**src/sv/assert_macros.svh**
```systemverilog
// assertion macros for the speck rtl files
// no dependencies; included by files that carry concurrent assertions
`ifndef ASSERT_MACROS_SVH
`define ASSERT_MACROS_SVH

// implication in the same cycle, disabled while reset is high
`define ASSERT_SAME(label, clk, rst, ante, cons, msg) \
  label: assert property (@(posedge clk) disable iff (rst) (ante) |-> (cons)) \
    else $error(msg);

// implication in the next cycle, disabled while reset is high
`define ASSERT_NEXT(label, clk, rst, ante, cons, msg) \
  label: assert property (@(posedge clk) disable iff (rst) (ante) |=> (cons)) \
    else $error(msg);

`endif

```
**src/sv/spk_pkg.sv**
```systemverilog
// shared types and constants for the speck 64/128 cipher
// no dependencies; used by the controller, datapath and top level
package spk_pkg;

  localparam int WORD_W     = 32;
  localparam int KEY_WORDS  = 4;
  localparam int CFG_IDX_W  = 8;
  localparam int KSEL_W     = 2;
  localparam int ROT_X      = 8;
  localparam int ROT_Y      = 3;

  // configuration register indexes
  localparam logic [CFG_IDX_W-1:0] REG_KEY_WORD_0 = 8'd0;
  localparam logic [CFG_IDX_W-1:0] REG_KEY_WORD_1 = 8'd1;
  localparam logic [CFG_IDX_W-1:0] REG_KEY_WORD_2 = 8'd2;
  localparam logic [CFG_IDX_W-1:0] REG_KEY_WORD_3 = 8'd3;

  // controller to datapath and round-key ram commands
  typedef struct packed {
    logic load_block;
    logic key_init;
    logic key_step;
    logic round_en;
    logic decrypt;
    logic rk_we;
  } cmd_t;

  function automatic logic [WORD_W-1:0] ror8(input logic [WORD_W-1:0] v);
    return {v[ROT_X-1:0], v[WORD_W-1:ROT_X]};
  endfunction

  function automatic logic [WORD_W-1:0] rol8(input logic [WORD_W-1:0] v);
    return {v[WORD_W-ROT_X-1:0], v[WORD_W-1:WORD_W-ROT_X]};
  endfunction

  function automatic logic [WORD_W-1:0] ror3(input logic [WORD_W-1:0] v);
    return {v[ROT_Y-1:0], v[WORD_W-1:ROT_Y]};
  endfunction

  function automatic logic [WORD_W-1:0] rol3(input logic [WORD_W-1:0] v);
    return {v[WORD_W-ROT_Y-1:0], v[WORD_W-1:WORD_W-ROT_Y]};
  endfunction

endpackage

```
**src/sv/speck64_128_block_cipher.sv**
```systemverilog
// speck 64/128 block cipher, top level
// depends on spk_pkg, spk_ctrl, spk_datapath and spk_ram
//
// channel   handshake              payload
// ------    ---------------------  ----------------------------------------
// block in  start, busy            mode, word_low, word_high
// result    done (one-cycle pulse) result_low, result_high
// key cfg   cfg_valid, cfg_ready   cfg_index, cfg_data
//
// a block runs from start to the done pulse through the prefetch state,
// which primes the round-key ram read, then one round a cycle on the shared
// round unit. after a key write the next block first runs the schedule,
// one round key written to the ram each cycle. reset clears the key words
// and marks the round keys stale. busy drops in the cycle of the done
// pulse, so a new block may start there. the result is not held off by
// the receiver; cfg_ready is always high.
module speck64_128_block_cipher #(
  parameter int ROUND_COUNT = 27
) (
  input  logic                            clk,
  input  logic                            rst,
  input  logic                            start,
  output logic                            busy,
  input  logic                            mode,
  input  logic [spk_pkg::WORD_W-1:0]      word_low,
  input  logic [spk_pkg::WORD_W-1:0]      word_high,
  output logic                            done,
  output logic [spk_pkg::WORD_W-1:0]      result_low,
  output logic [spk_pkg::WORD_W-1:0]      result_high,
  input  logic                            cfg_valid,
  output logic                            cfg_ready,
  input  logic [spk_pkg::CFG_IDX_W-1:0]   cfg_index,
  input  logic [spk_pkg::WORD_W-1:0]      cfg_data
);

  localparam int AW = (ROUND_COUNT > 1) ? $clog2(ROUND_COUNT) : 1;

  spk_pkg::cmd_t               cmd;
  logic [AW-1:0]               step_idx;
  logic [AW-1:0]               rk_waddr;
  logic [AW-1:0]               rk_raddr;
  logic [spk_pkg::WORD_W-1:0]  rk_wdata;
  logic [spk_pkg::WORD_W-1:0]  rk_rdata;
  logic                        key_write;
  logic                        key_hit;

  assign cfg_ready = 1'b1;

  always_comb begin
    case (cfg_index)
      spk_pkg::REG_KEY_WORD_0, spk_pkg::REG_KEY_WORD_1,
      spk_pkg::REG_KEY_WORD_2, spk_pkg::REG_KEY_WORD_3: key_hit = 1'b1;
      default: key_hit = 1'b0;
    endcase
  end

  assign key_write = cfg_valid && cfg_ready && key_hit;

  spk_ctrl #(
    .ROUND_COUNT (ROUND_COUNT),
    .AW          (AW)
  ) u_ctrl (
    .clk       (clk),
    .rst       (rst),
    .start     (start),
    .mode      (mode),
    .key_write (key_write),
    .busy      (busy),
    .done      (done),
    .cmd       (cmd),
    .step_idx  (step_idx),
    .rk_waddr  (rk_waddr),
    .rk_raddr  (rk_raddr)
  );

  spk_datapath #(
    .ROUND_COUNT (ROUND_COUNT),
    .AW          (AW)
  ) u_datapath (
    .clk         (clk),
    .rst         (rst),
    .cmd         (cmd),
    .step_idx    (step_idx),
    .key_write   (key_write),
    .key_sel     (cfg_index[spk_pkg::KSEL_W-1:0]),
    .key_data    (cfg_data),
    .word_low    (word_low),
    .word_high   (word_high),
    .rk_rdata    (rk_rdata),
    .rk_wdata    (rk_wdata),
    .result_low  (result_low),
    .result_high (result_high)
  );

  spk_ram #(
    .WIDTH (spk_pkg::WORD_W),
    .DEPTH (ROUND_COUNT),
    .AW    (AW)
  ) u_round_keys (
    .clk   (clk),
    .we    (cmd.rk_we),
    .waddr (rk_waddr),
    .wdata (rk_wdata),
    .raddr (rk_raddr),
    .rdata (rk_rdata)
  );

endmodule

```
**src/sv/spk_ram.sv**
```systemverilog
// generic simple dual-port ram with registered read
// no dependencies; holds the round keys
module spk_ram #(
  parameter int WIDTH = 32,
  parameter int DEPTH = 27,
  parameter int AW    = (DEPTH > 1) ? $clog2(DEPTH) : 1
) (
  input  logic             clk,
  input  logic             we,
  input  logic [AW-1:0]    waddr,
  input  logic [WIDTH-1:0] wdata,
  input  logic [AW-1:0]    raddr,
  output logic [WIDTH-1:0] rdata
);

  logic [WIDTH-1:0] mem [DEPTH];

  always_ff @(posedge clk) begin
    if (we) begin
      mem[waddr] <= wdata;
    end
    rdata <= mem[raddr];
  end

endmodule

```
**src/sv/spk_ctrl.sv**
```systemverilog
// sequencer for key expansion and the round loop
// depends on spk_pkg and assert_macros.svh
`include "assert_macros.svh"
module spk_ctrl #(
  parameter int ROUND_COUNT = 27,
  parameter int AW = (ROUND_COUNT > 1) ? $clog2(ROUND_COUNT) : 1
) (
  input  logic              clk,
  input  logic              rst,
  input  logic              start,
  input  logic              mode,
  input  logic              key_write,
  output logic              busy,
  output logic              done,
  output spk_pkg::cmd_t     cmd,
  output logic [AW-1:0]     step_idx,
  output logic [AW-1:0]     rk_waddr,
  output logic [AW-1:0]     rk_raddr
);

  localparam logic [2:0] S_IDLE  = 3'd0;
  localparam logic [2:0] S_KLOAD = 3'd1;
  localparam logic [2:0] S_KEXP  = 3'd2;
  localparam logic [2:0] S_PREF  = 3'd3;
  localparam logic [2:0] S_ROUND = 3'd4;

  localparam logic [AW-1:0] LAST_IDX = AW'(ROUND_COUNT - 1);
  localparam logic [AW-1:0] LAST_STEP = AW'((ROUND_COUNT > 1) ? ROUND_COUNT - 2 : 0);

  logic [2:0]    state;
  logic [2:0]    state_next;
  logic [AW-1:0] count;
  logic [AW-1:0] count_next;
  logic          decrypt;
  logic          decrypt_next;
  logic          keys_fresh;
  logic          keys_fresh_next;
  logic          done_next;

  always_comb begin
    state_next      = state;
    count_next      = count;
    decrypt_next    = decrypt;
    keys_fresh_next = keys_fresh;
    done_next       = 1'b0;
    cmd             = '0;
    cmd.decrypt     = decrypt;
    rk_waddr        = '0;
    rk_raddr        = '0;
    step_idx        = count;
    case (state)
      S_IDLE: begin
        if (start) begin
          cmd.load_block = 1'b1;
          decrypt_next   = mode;
          state_next     = keys_fresh ? S_PREF : S_KLOAD;
        end
      end
      S_KLOAD: begin
        cmd.key_init = 1'b1;
        cmd.rk_we    = 1'b1;
        count_next   = '0;
        if (ROUND_COUNT > 1) begin
          state_next = S_KEXP;
        end else begin
          keys_fresh_next = 1'b1;
          state_next      = S_PREF;
        end
      end
      S_KEXP: begin
        cmd.key_step = 1'b1;
        cmd.rk_we    = 1'b1;
        rk_waddr     = count + AW'(1);
        if (count == LAST_STEP) begin
          keys_fresh_next = 1'b1;
          state_next      = S_PREF;
        end else begin
          count_next = count + AW'(1);
        end
      end
      S_PREF: begin
        rk_raddr   = decrypt ? LAST_IDX : '0;
        count_next = '0;
        state_next = S_ROUND;
      end
      S_ROUND: begin
        cmd.round_en = 1'b1;
        // fetch the key of the following round in the cycle before it is used
        if (count == LAST_IDX) begin
          done_next  = 1'b1;
          state_next = S_IDLE;
        end else begin
          rk_raddr   = decrypt ? (LAST_STEP - count) : (count + AW'(1));
          count_next = count + AW'(1);
        end
      end
      default: begin
        state_next = S_IDLE;
      end
    endcase
    if (key_write) begin
      keys_fresh_next = 1'b0;
    end
  end

  always_ff @(posedge clk) begin
    if (rst) begin
      state      <= S_IDLE;
      count      <= '0;
      decrypt    <= 1'b0;
      keys_fresh <= 1'b0;
      done       <= 1'b0;
    end else begin
      state      <= state_next;
      count      <= count_next;
      decrypt    <= decrypt_next;
      keys_fresh <= keys_fresh_next;
      done       <= done_next;
    end
  end

  assign busy = (state != S_IDLE);

  `ASSERT_SAME(a_busy_ends_with_done, clk, rst, $fell(busy), done, "busy fell without a result")
  `ASSERT_NEXT(a_done_single, clk, rst, done, !done, "result strobe held for two cycles")
  `ASSERT_NEXT(a_stale_expands, clk, rst, start && !busy && !keys_fresh && !key_write,
               state == S_KLOAD, "stale keys not expanded before rounds")
  `ASSERT_SAME(a_no_write_in_rounds, clk, rst, cmd.round_en, !cmd.rk_we,
               "round key written during rounds")

endmodule

```
**src/sv/spk_datapath.sv**
```systemverilog
// key words, key schedule lanes and the round function
// depends on spk_pkg
module spk_datapath #(
  parameter int ROUND_COUNT = 27,
  parameter int AW = (ROUND_COUNT > 1) ? $clog2(ROUND_COUNT) : 1
) (
  input  logic                         clk,
  input  logic                         rst,
  input  spk_pkg::cmd_t                cmd,
  input  logic [AW-1:0]                step_idx,
  input  logic                         key_write,
  input  logic [spk_pkg::KSEL_W-1:0]   key_sel,
  input  logic [spk_pkg::WORD_W-1:0]   key_data,
  input  logic [spk_pkg::WORD_W-1:0]   word_low,
  input  logic [spk_pkg::WORD_W-1:0]   word_high,
  input  logic [spk_pkg::WORD_W-1:0]   rk_rdata,
  output logic [spk_pkg::WORD_W-1:0]   rk_wdata,
  output logic [spk_pkg::WORD_W-1:0]   result_low,
  output logic [spk_pkg::WORD_W-1:0]   result_high
);

  localparam int W = spk_pkg::WORD_W;

  logic [W-1:0] key_word [spk_pkg::KEY_WORDS];
  logic [W-1:0] lane [spk_pkg::KEY_WORDS-1];
  logic [W-1:0] kb;
  logic [W-1:0] lane_next;
  logic [W-1:0] kb_next;
  logic [W-1:0] x;
  logic [W-1:0] y;
  logic [W-1:0] x_next;
  logic [W-1:0] y_next;
  logic [W-1:0] y_mix;

  // one schedule step on the lane at the head of the queue
  always_comb begin
    lane_next = (spk_pkg::ror8(lane[0]) + kb) ^ W'(step_idx);
    kb_next   = spk_pkg::rol3(kb) ^ lane_next;
    rk_wdata  = cmd.key_init ? key_word[0] : kb_next;
  end

  always_comb begin
    if (cmd.decrypt) begin
      y_mix  = spk_pkg::ror3(y ^ x);
      y_next = y_mix;
      x_next = spk_pkg::rol8((x ^ rk_rdata) - y_mix);
    end else begin
      x_next = (spk_pkg::ror8(x) + y) ^ rk_rdata;
      y_mix  = spk_pkg::rol3(y);
      y_next = y_mix ^ x_next;
    end
  end

  always_ff @(posedge clk) begin
    if (rst) begin
      for (int i = 0; i < spk_pkg::KEY_WORDS; i++) begin
        key_word[i] <= '0;
      end
    end else if (key_write) begin
      key_word[key_sel] <= key_data;
    end
  end

  always_ff @(posedge clk) begin
    if (cmd.key_init) begin
      kb <= key_word[0];
      for (int i = 0; i < spk_pkg::KEY_WORDS - 1; i++) begin
        lane[i] <= key_word[i + 1];
      end
    end else if (cmd.key_step) begin
      kb <= kb_next;
      for (int i = 0; i < spk_pkg::KEY_WORDS - 2; i++) begin
        lane[i] <= lane[i + 1];
      end
      lane[spk_pkg::KEY_WORDS-2] <= lane_next;
    end
  end

  always_ff @(posedge clk) begin
    if (cmd.load_block) begin
      x <= word_high;
      y <= word_low;
    end else if (cmd.round_en) begin
      x <= x_next;
      y <= y_next;
    end
  end

  assign result_low  = y;
  assign result_high = x;

endmodule

```
**config.mk**
```make
export PLATFORM = sky130hd
export DESIGN_NAME = speck64_128_block_cipher
export DESIGN_NICKNAME = d
export VERILOG_FILES = /design/src/sv/spk_pkg.sv /design/src/sv/speck64_128_block_cipher.sv /design/src/sv/spk_ram.sv /design/src/sv/spk_ctrl.sv /design/src/sv/spk_datapath.sv
export VERILOG_INCLUDE_DIRS = /design/src /design/src/sv
export SDC_FILE = /design/constraint.sdc
export NUM_CORES = 2
export LEC_CHECK = 0
export ABC_AREA = 1
export BUFFER_PORTS_ARGS = -buffer_cell sky130_fd_sc_hd__clkbuf_2
export CELL_PAD_IN_SITES_DETAIL_PLACEMENT = 0
export CELL_PAD_IN_SITES_GLOBAL_PLACEMENT = 1
export CORE_MARGIN = 8
export CORE_UTILIZATION = 45
export CTS_CLUSTER_DIAMETER = 60
export DETAILED_ROUTE_END_ITERATION = 7
export MAX_ROUTING_LAYER = met4
export PLACE_DENSITY_LB_ADDON = 0.12
export SYNTH_ARGS = -nofsm -noshare
export SYNTH_HDL_FRONTEND = slang
export SYNTH_HIERARCHICAL = 1
export SYNTH_SLANG_ARGS = --single-unit
```
**constraint.sdc**
```tcl
create_clock -name clk -period 8 [get_ports clk]
set_input_delay 0.8 -clock clk [delete_from_list [all_inputs] [get_ports clk]]
set_output_delay 0.8 -clock clk [all_outputs]
set_load 0.02 [all_outputs]
```
; ---- Yosys cells after proc, flatten, opt, wreduce, memory -nomap -nowiden
; Memory sizes are Yosys's and may differ from the RTL's. A register that Yosys moved wholly into a read port is not among the register bits.
; Cells that the tools add are included.
[totals]
regBits = 107
ram_bits = 1088
inputBits = 109
output_inout_bits = 67
word_cells = 105
n_memories = 3
[op_classes]
add_sub_neg = 5
n_eq_ne = 14
n_mux = 48
n_bitwise = 10
reduce_logical = 17
[mem_list]
columns = memory, words, word_bits, rd, rd_clocked_by_memory_dff, write_ports, line
row1 = u_round_keys.mem, 27, 32, 1, 1, 1, spk_ram.sv:16  ; logic [WIDTH-1:0] mem [DEPTH];
row2 = u_datapath.key_word, 4, 32, 4, 0, 4, spk_datapath.sv:24  ; logic [W-1:0] key_word [spk_pkg::KEY_WORDS];
row3 = u_datapath.lane, 3, 32, 3, 0, 3, spk_datapath.sv:25  ; logic [W-1:0] lane [spk_pkg::KEY_WORDS-1];
[op_table]
columns = operator, n
row1 = two-way mux 32 bit, 13
row2 = bitwise XOR 32 bit, 5
row3 = adder 32 bit, 2
row4 = OR reduction 32 bit, 1
row5 = subtractor 32 bit, 1
row6 = bitwise XOR 32 x 5 -> 32 bit, 1
row7 = two-way mux 5 bit, 6
row8 = two-way mux 1 bit, 21
row9 = "equality test 8 x 2 -> 1 bit, second input constant", 2
row10 = one-hot mux 3 bit (5 select lines), 1
row11 = one-hot mux 5 bit (3 select lines), 1
row12 = "equality test 5 bit, second input constant", 2
row13 = one-hot mux 5 bit (2 select lines), 1
row14 = two-way mux 3 bit, 3
row15 = "equality test 8 x 1 -> 1 bit, second input constant", 1
row16 = zero test 8 bit, 1
row17 = OR reduction 2 bit, 4
row18 = "equality test 3 x 2 -> 1 bit, second input constant", 2
row19 = "!= test 2 bit, second input constant", 3
row20 = AND reduction 3 bit, 2
row21 = nonzero test 3 bit, 2
row22 = "adder 5 x 1 -> 5 bit, second input constant", 1
row23 = "subtractor 5 bit, first input constant", 1
row24 = two-way mux 2 bit, 2
row25 = other kinds (10), 15

; ---- Logic depth before layout (Yosys ltp)
[depth]
depth_word = 9
ltp_mapped = 19
mapped_depth_nobuf = 18

; ---- Modules after synthesis
; The synthesis kept the hierarchy.
[by_module_without_submodules]
columns = module, instances, cells_each, area_each_um2, seq_area_each_um2
row1 = spk_ram, 1, 2950, 35332.6, 26585.5
row2 = spk_datapath, 1, 2845, 21604.5, 9609.2
row3 = spk_ctrl, 1, 133, 832.0, 220.2
row4 = speck64_128_block_cipher, 1, 9, 43.8, 0.0

; ---- Worst setup path after synthesis
; Ideal clock, no wire load.
[synth_path]
path_kind = register to register
from = register u_ctrl.state[2]
to = register u_datapath.kb[0], enable pin
setup_ns = 1.115
arrival_time_ns = 3.188
required_time_ns = 6.885
slack_ns = 3.697
stages_incl_launch_ff = 9
path_buffers = 1
synth_period_minus_slack_ns = 4.303
cell_sequence = dfxtp_1 inv_2 nand2_1 inv_1 nand2_1 inv_1 inv_2 buf_2 nand2_1
[synth_rtl]
columns = item, line
row1 = from (decl), spk_ctrl.sv:30  ; logic [2:0] state;
row2 = from (signal assigned), spk_ctrl.sv:114  ; state <= state_next;
row3 = to (signal assigned), spk_datapath.sv:66  ; kb <= key_word[0];
row4 = to (signal assigned), spk_datapath.sv:71  ; kb <= kb_next;
row5 = to (decl), spk_datapath.sv:26  ; logic [W-1:0] kb;

; ---- Worst setup path in the final report
[layout_path]
from = register u_ctrl.decrypt
to = register u_round_keys.rdata[0] (read register of u_round_keys.mem)
[layout_between]
elab_chain_len = 3
elab_cells_between_ends = 4
cone_classes = mux: 4
[layout_rtl]
columns = item, line
row1 = from (decl), spk_ctrl.sv:34  ; logic decrypt;
row2 = from (signal assigned), spk_ctrl.sv:116  ; decrypt <= decrypt_next;
row3 = two-way mux 5 bit, spk_ctrl.sv:93  ; rk_raddr = decrypt ? (LAST_STEP - count) : (count + AW'(1));
row4 = two-way mux 5 bit, spk_ctrl.sv:89  ; if (count == LAST_IDX) begin
row5 = one-hot mux 5 bit (2 select lines) *, spk_ctrl.sv:51  ; case (state)
row6 = named net rk_raddr[1], speck64_128_block_cipher.sv:41  ; logic [AW-1:0] rk_raddr;
row7 = to (decl), spk_ram.sv:13  ; output logic [WIDTH-1:0] rdata
; Mark *: on every way through the listed nets, which the timed path passes. The rest lies on a longest branch.
; A chain may end at the register's enable or synchronous reset.

==> flow_metrics.py <==
metrics = {
    "outcome": {
        "status": "complete, no violations",
    },
    "hold_path": {
        "worstHoldStart": "word_high[4]",
        "hold_path.class": "input pin to register",
        "whs_path_depth": 3,
        "min_to": "u_datapath/result_high[4]",
    },
    "route": {
        "drt_pre_antenna_iters": 6,
        "first_iter_violations": 3919,
        "via_count": 42900,
        "wire_per_inst_um": 24.2,
        "finalWirelength_um": 190000,
        "ant_nets": 0,
        "drc": 0,
        "viasPerCell": 5.46,
    },
    "setup_path": {
        "arrival_ns": 5.25,
        "reg2reg_depth": 14,
        "critPathKind": "register to register",
        "r2r-end": "u_round_keys/rdata[0]",
        "cp_slowest_stage_delay_ns": 0.79,
        "r2r_setup_slack_ns": 3.41,
        "critPathLaunchType": "register",
        "critPathSlowestCell": "inv_8",
        "cp_cell_sequence": "buf_4 > inv_1 > o21ai_0 > o21ai_4 > buf_12 > inv_8 > buf_4 > nand3_1 > nand3_1 > nand2_1 > nand2_1 > nand2_1 > nand2_1 > nand2_1",
        "cp-end-kind": "register",
        "required_ns": 8.66,
        "cp_common_cell": "nand2_1",
        "r2r_start": "u_ctrl/decrypt",
        "cp_max_fo": 121,
    },
    "yosys": {
        "netlist_area_um2": 57800,
        "syn_nets": 6146,
        "synth_cells": 5937,
        "synth_top_area_cell": "edfxtp_1",
        "synth.top_cell.area_share": 0.615,
        "synth_warnings": 6,
        "synthMuxAreaShare": 0,
        "synth_compound_area_frac": 0.0308,
        "ys_types": 44,
        "yosys.area_share.simple": 0.249,
        "synthTopCellsByArea": "edfxtp_1, nand2_1, nand3_1, inv_1, ha_1",
        "avgSynthCellArea_um2": 9.74,
        "ys_seq_area_frac": 0.630,
        "synth_xor_xnor_area_share": 0.0229,
        "synth_top_family_by_area": "simple AND/OR/NAND/NOR gates",
        "ys_ff_latch": 1227,
        "synthAdderAreaFrac": 0.0220,
    },
    "layout": {
        "nNetsFinal": 6292,
        "area_delta_synth_final_pct": 12.7,
        "most-common-layout-cells": "nand2_1, edfxtp_1, nand3_1",
        "drive_above_1_share": 0.0896,
        "final_common_cell": "nand2_1",
    },
    "clock_network": {
        "clkLatencyLatePin_ns": 0.78,
        "cts.sinks": 1227,
        "numCtsBuffers": 140,
        "cts_setup_buffers": 0,
        "cts-root-buf": "clkbuf_16",
        "clockBufferDepth": 3,
        "clk_pin_slew_worst_paths_ns": 0.06,
        "cts_resized": 0,
        "h-tree-depth": 4,
        "postCtsHoldBufs": 0,
        "cts_tree": "built",
    },
    "sta": {
        "tns_ns": 0,
        "hold_violations": 0,
        "whs_ns": 0.303,
        "finalCriticalPeriod_ns": 4.59,
        "relSlewSlack": 0.219,
        "worst_pin_slew_ns": 1.17,
        "fin_worst_skew_ns": 0.0292,
        "min_period_over_period": 0.574,
        "maxSlewViolCount": 0,
        "rsz0062_at_grt": "no",
        "fmax_ghz": 0.218,
        "finalSetupViolations": 0,
    },
    "global_route": {
        "grt.total_usage": 0.273,
        "globalRouteOverflowTotal": 0,
        "grt_start_max_net_pins": 129,
        "first_global_vias": 40700,
        "grt_pass1_wl_um": 278000,
        "antenna_found_initial": 2,
    },
    "floorplan": {
        "fp-row-count": 131,
        "io_pins": 176,
        "dieArea_um2": 140000,
        "fp.dieW_um": 374,
        "coreArea_um2": 128000,
        "fp.dieH_um": 374,
        "start_util": 0.453,
    },
    "placed_design": {
        "dp_hpwl_um": 120000,
        "numPortBuffers": 174,
        "gp_congestion": 0.939,
    },
    "job": {
        "max_cap_viol_count": 0,
    },
}
layout make-up:
class | instances | area [µm²]
inverters | 387 | 1470
clock inverters | 72 | 717
multi-input cells | 4067 | 19100
well taps | 1662 | 2080
diodes | 1 | 2.50
flip-flops and latches | 1227 | 36400
repair buffers | 260 | 1550
clock buffers | 183 | 3810
fillers | 11700 | 62400
registers in the layout (all words and copies together) (netlist names):
name and cells:
u_round_keys/mem 864, u_datapath/key_word 128, u_datapath/lane 96, u_datapath/kb 32, u_datapath/result_high 32, u_datapath/result_low 32
u_round_keys/rdata 32, u_ctrl/step_idx 5, u_ctrl/state 3, u_ctrl/decrypt 1, u_ctrl/done 1, u_ctrl/keys_fresh 1
routing by layer:
metal | share of wire | track usage | vias up
met5 | 0 | - | -
met2 | 0.48 | 0.435 | 1395
met3 | 0.061 | 0.0370 | 221
li1 | - | - | 20300
met4 | 0.023 | 0.0680 | 0
met1 | 0.44 | 0.371 | 21000
Yosys cell counts, drive strengths merged:
cell and n:
fa 3, and2 3, o21a 2, or2 14, nand3 806, a22oi 1, clkinv 1, ha 97
o21bai 8, nor3 50, xnor2 55, o21ai 138, a21oi 145, a22o 1, nand2 2260, a21o 4
inv 386, edfxtp 1184, dfxtp 43, xor2 96, clkbuf 108, a31oi 10, conb 1, o31ai 1
and3 2, buf 148, nand3b 19, nor2 306, nand4 22, o211ai 23
cell families after synthesis:
logic type,Yosys count
DFF,1227
xor gates and xnor gates,151
other,1
and+or+nand+nor,3482
buffers and inverters,643
AOI/OAI and AO/OA,333
adders and majority gates,100
through the flow:
step / util / instance area, µm² / setup slack (ns) / instances
2_1_floorplan: - / 57800 / 3.70 / 5937
3_3_place_gp: 0.475 / 60600 / 3.73 / 7603
3_5_place_dp: 0.475 / 60600 / 3.60 / 7603
4_1_cts: 0.511 / 65100 / 3.59 / 7858
5_1_grt: 0.511 / 65100 / 3.25 / 7858
6_report: 0.511 / 65100 / 3.41 / 7859
worst max path at each step:
stage                            end  slack, ns  depth (start not counted)             from
3_5_place_dp   u_round_keys/rdata[0]       3.60                         14   u_ctrl/decrypt
5_1_grt        u_round_keys/rdata[0]       3.25                         14   u_ctrl/decrypt
4_1_cts        u_round_keys/rdata[0]       3.59                         14   u_ctrl/decrypt
2_1_floorplan       u_datapath/kb[0]       3.70                          8  u_ctrl/state[2]
3_3_place_gp   u_round_keys/rdata[0]       3.73                         14   u_ctrl/decrypt
6_report       u_round_keys/rdata[0]       3.41                         14   u_ctrl/decrypt
critical path: cells and delay by family (launching register included):
| family | cells | cell delay (ns) |
|---|---|---|
| AND/OR/NAND/NOR | 7 | 0.69 |
| AO/OA/AOI/OAI | 2 | 0.48 |
| buffers and inverters | 5 | 2.69 |
| flip-flops | 1 | 0.31 |
Power is not shown: default switching activity piles up to over one toggle a cycle in this logic, so the estimate is an artifact.
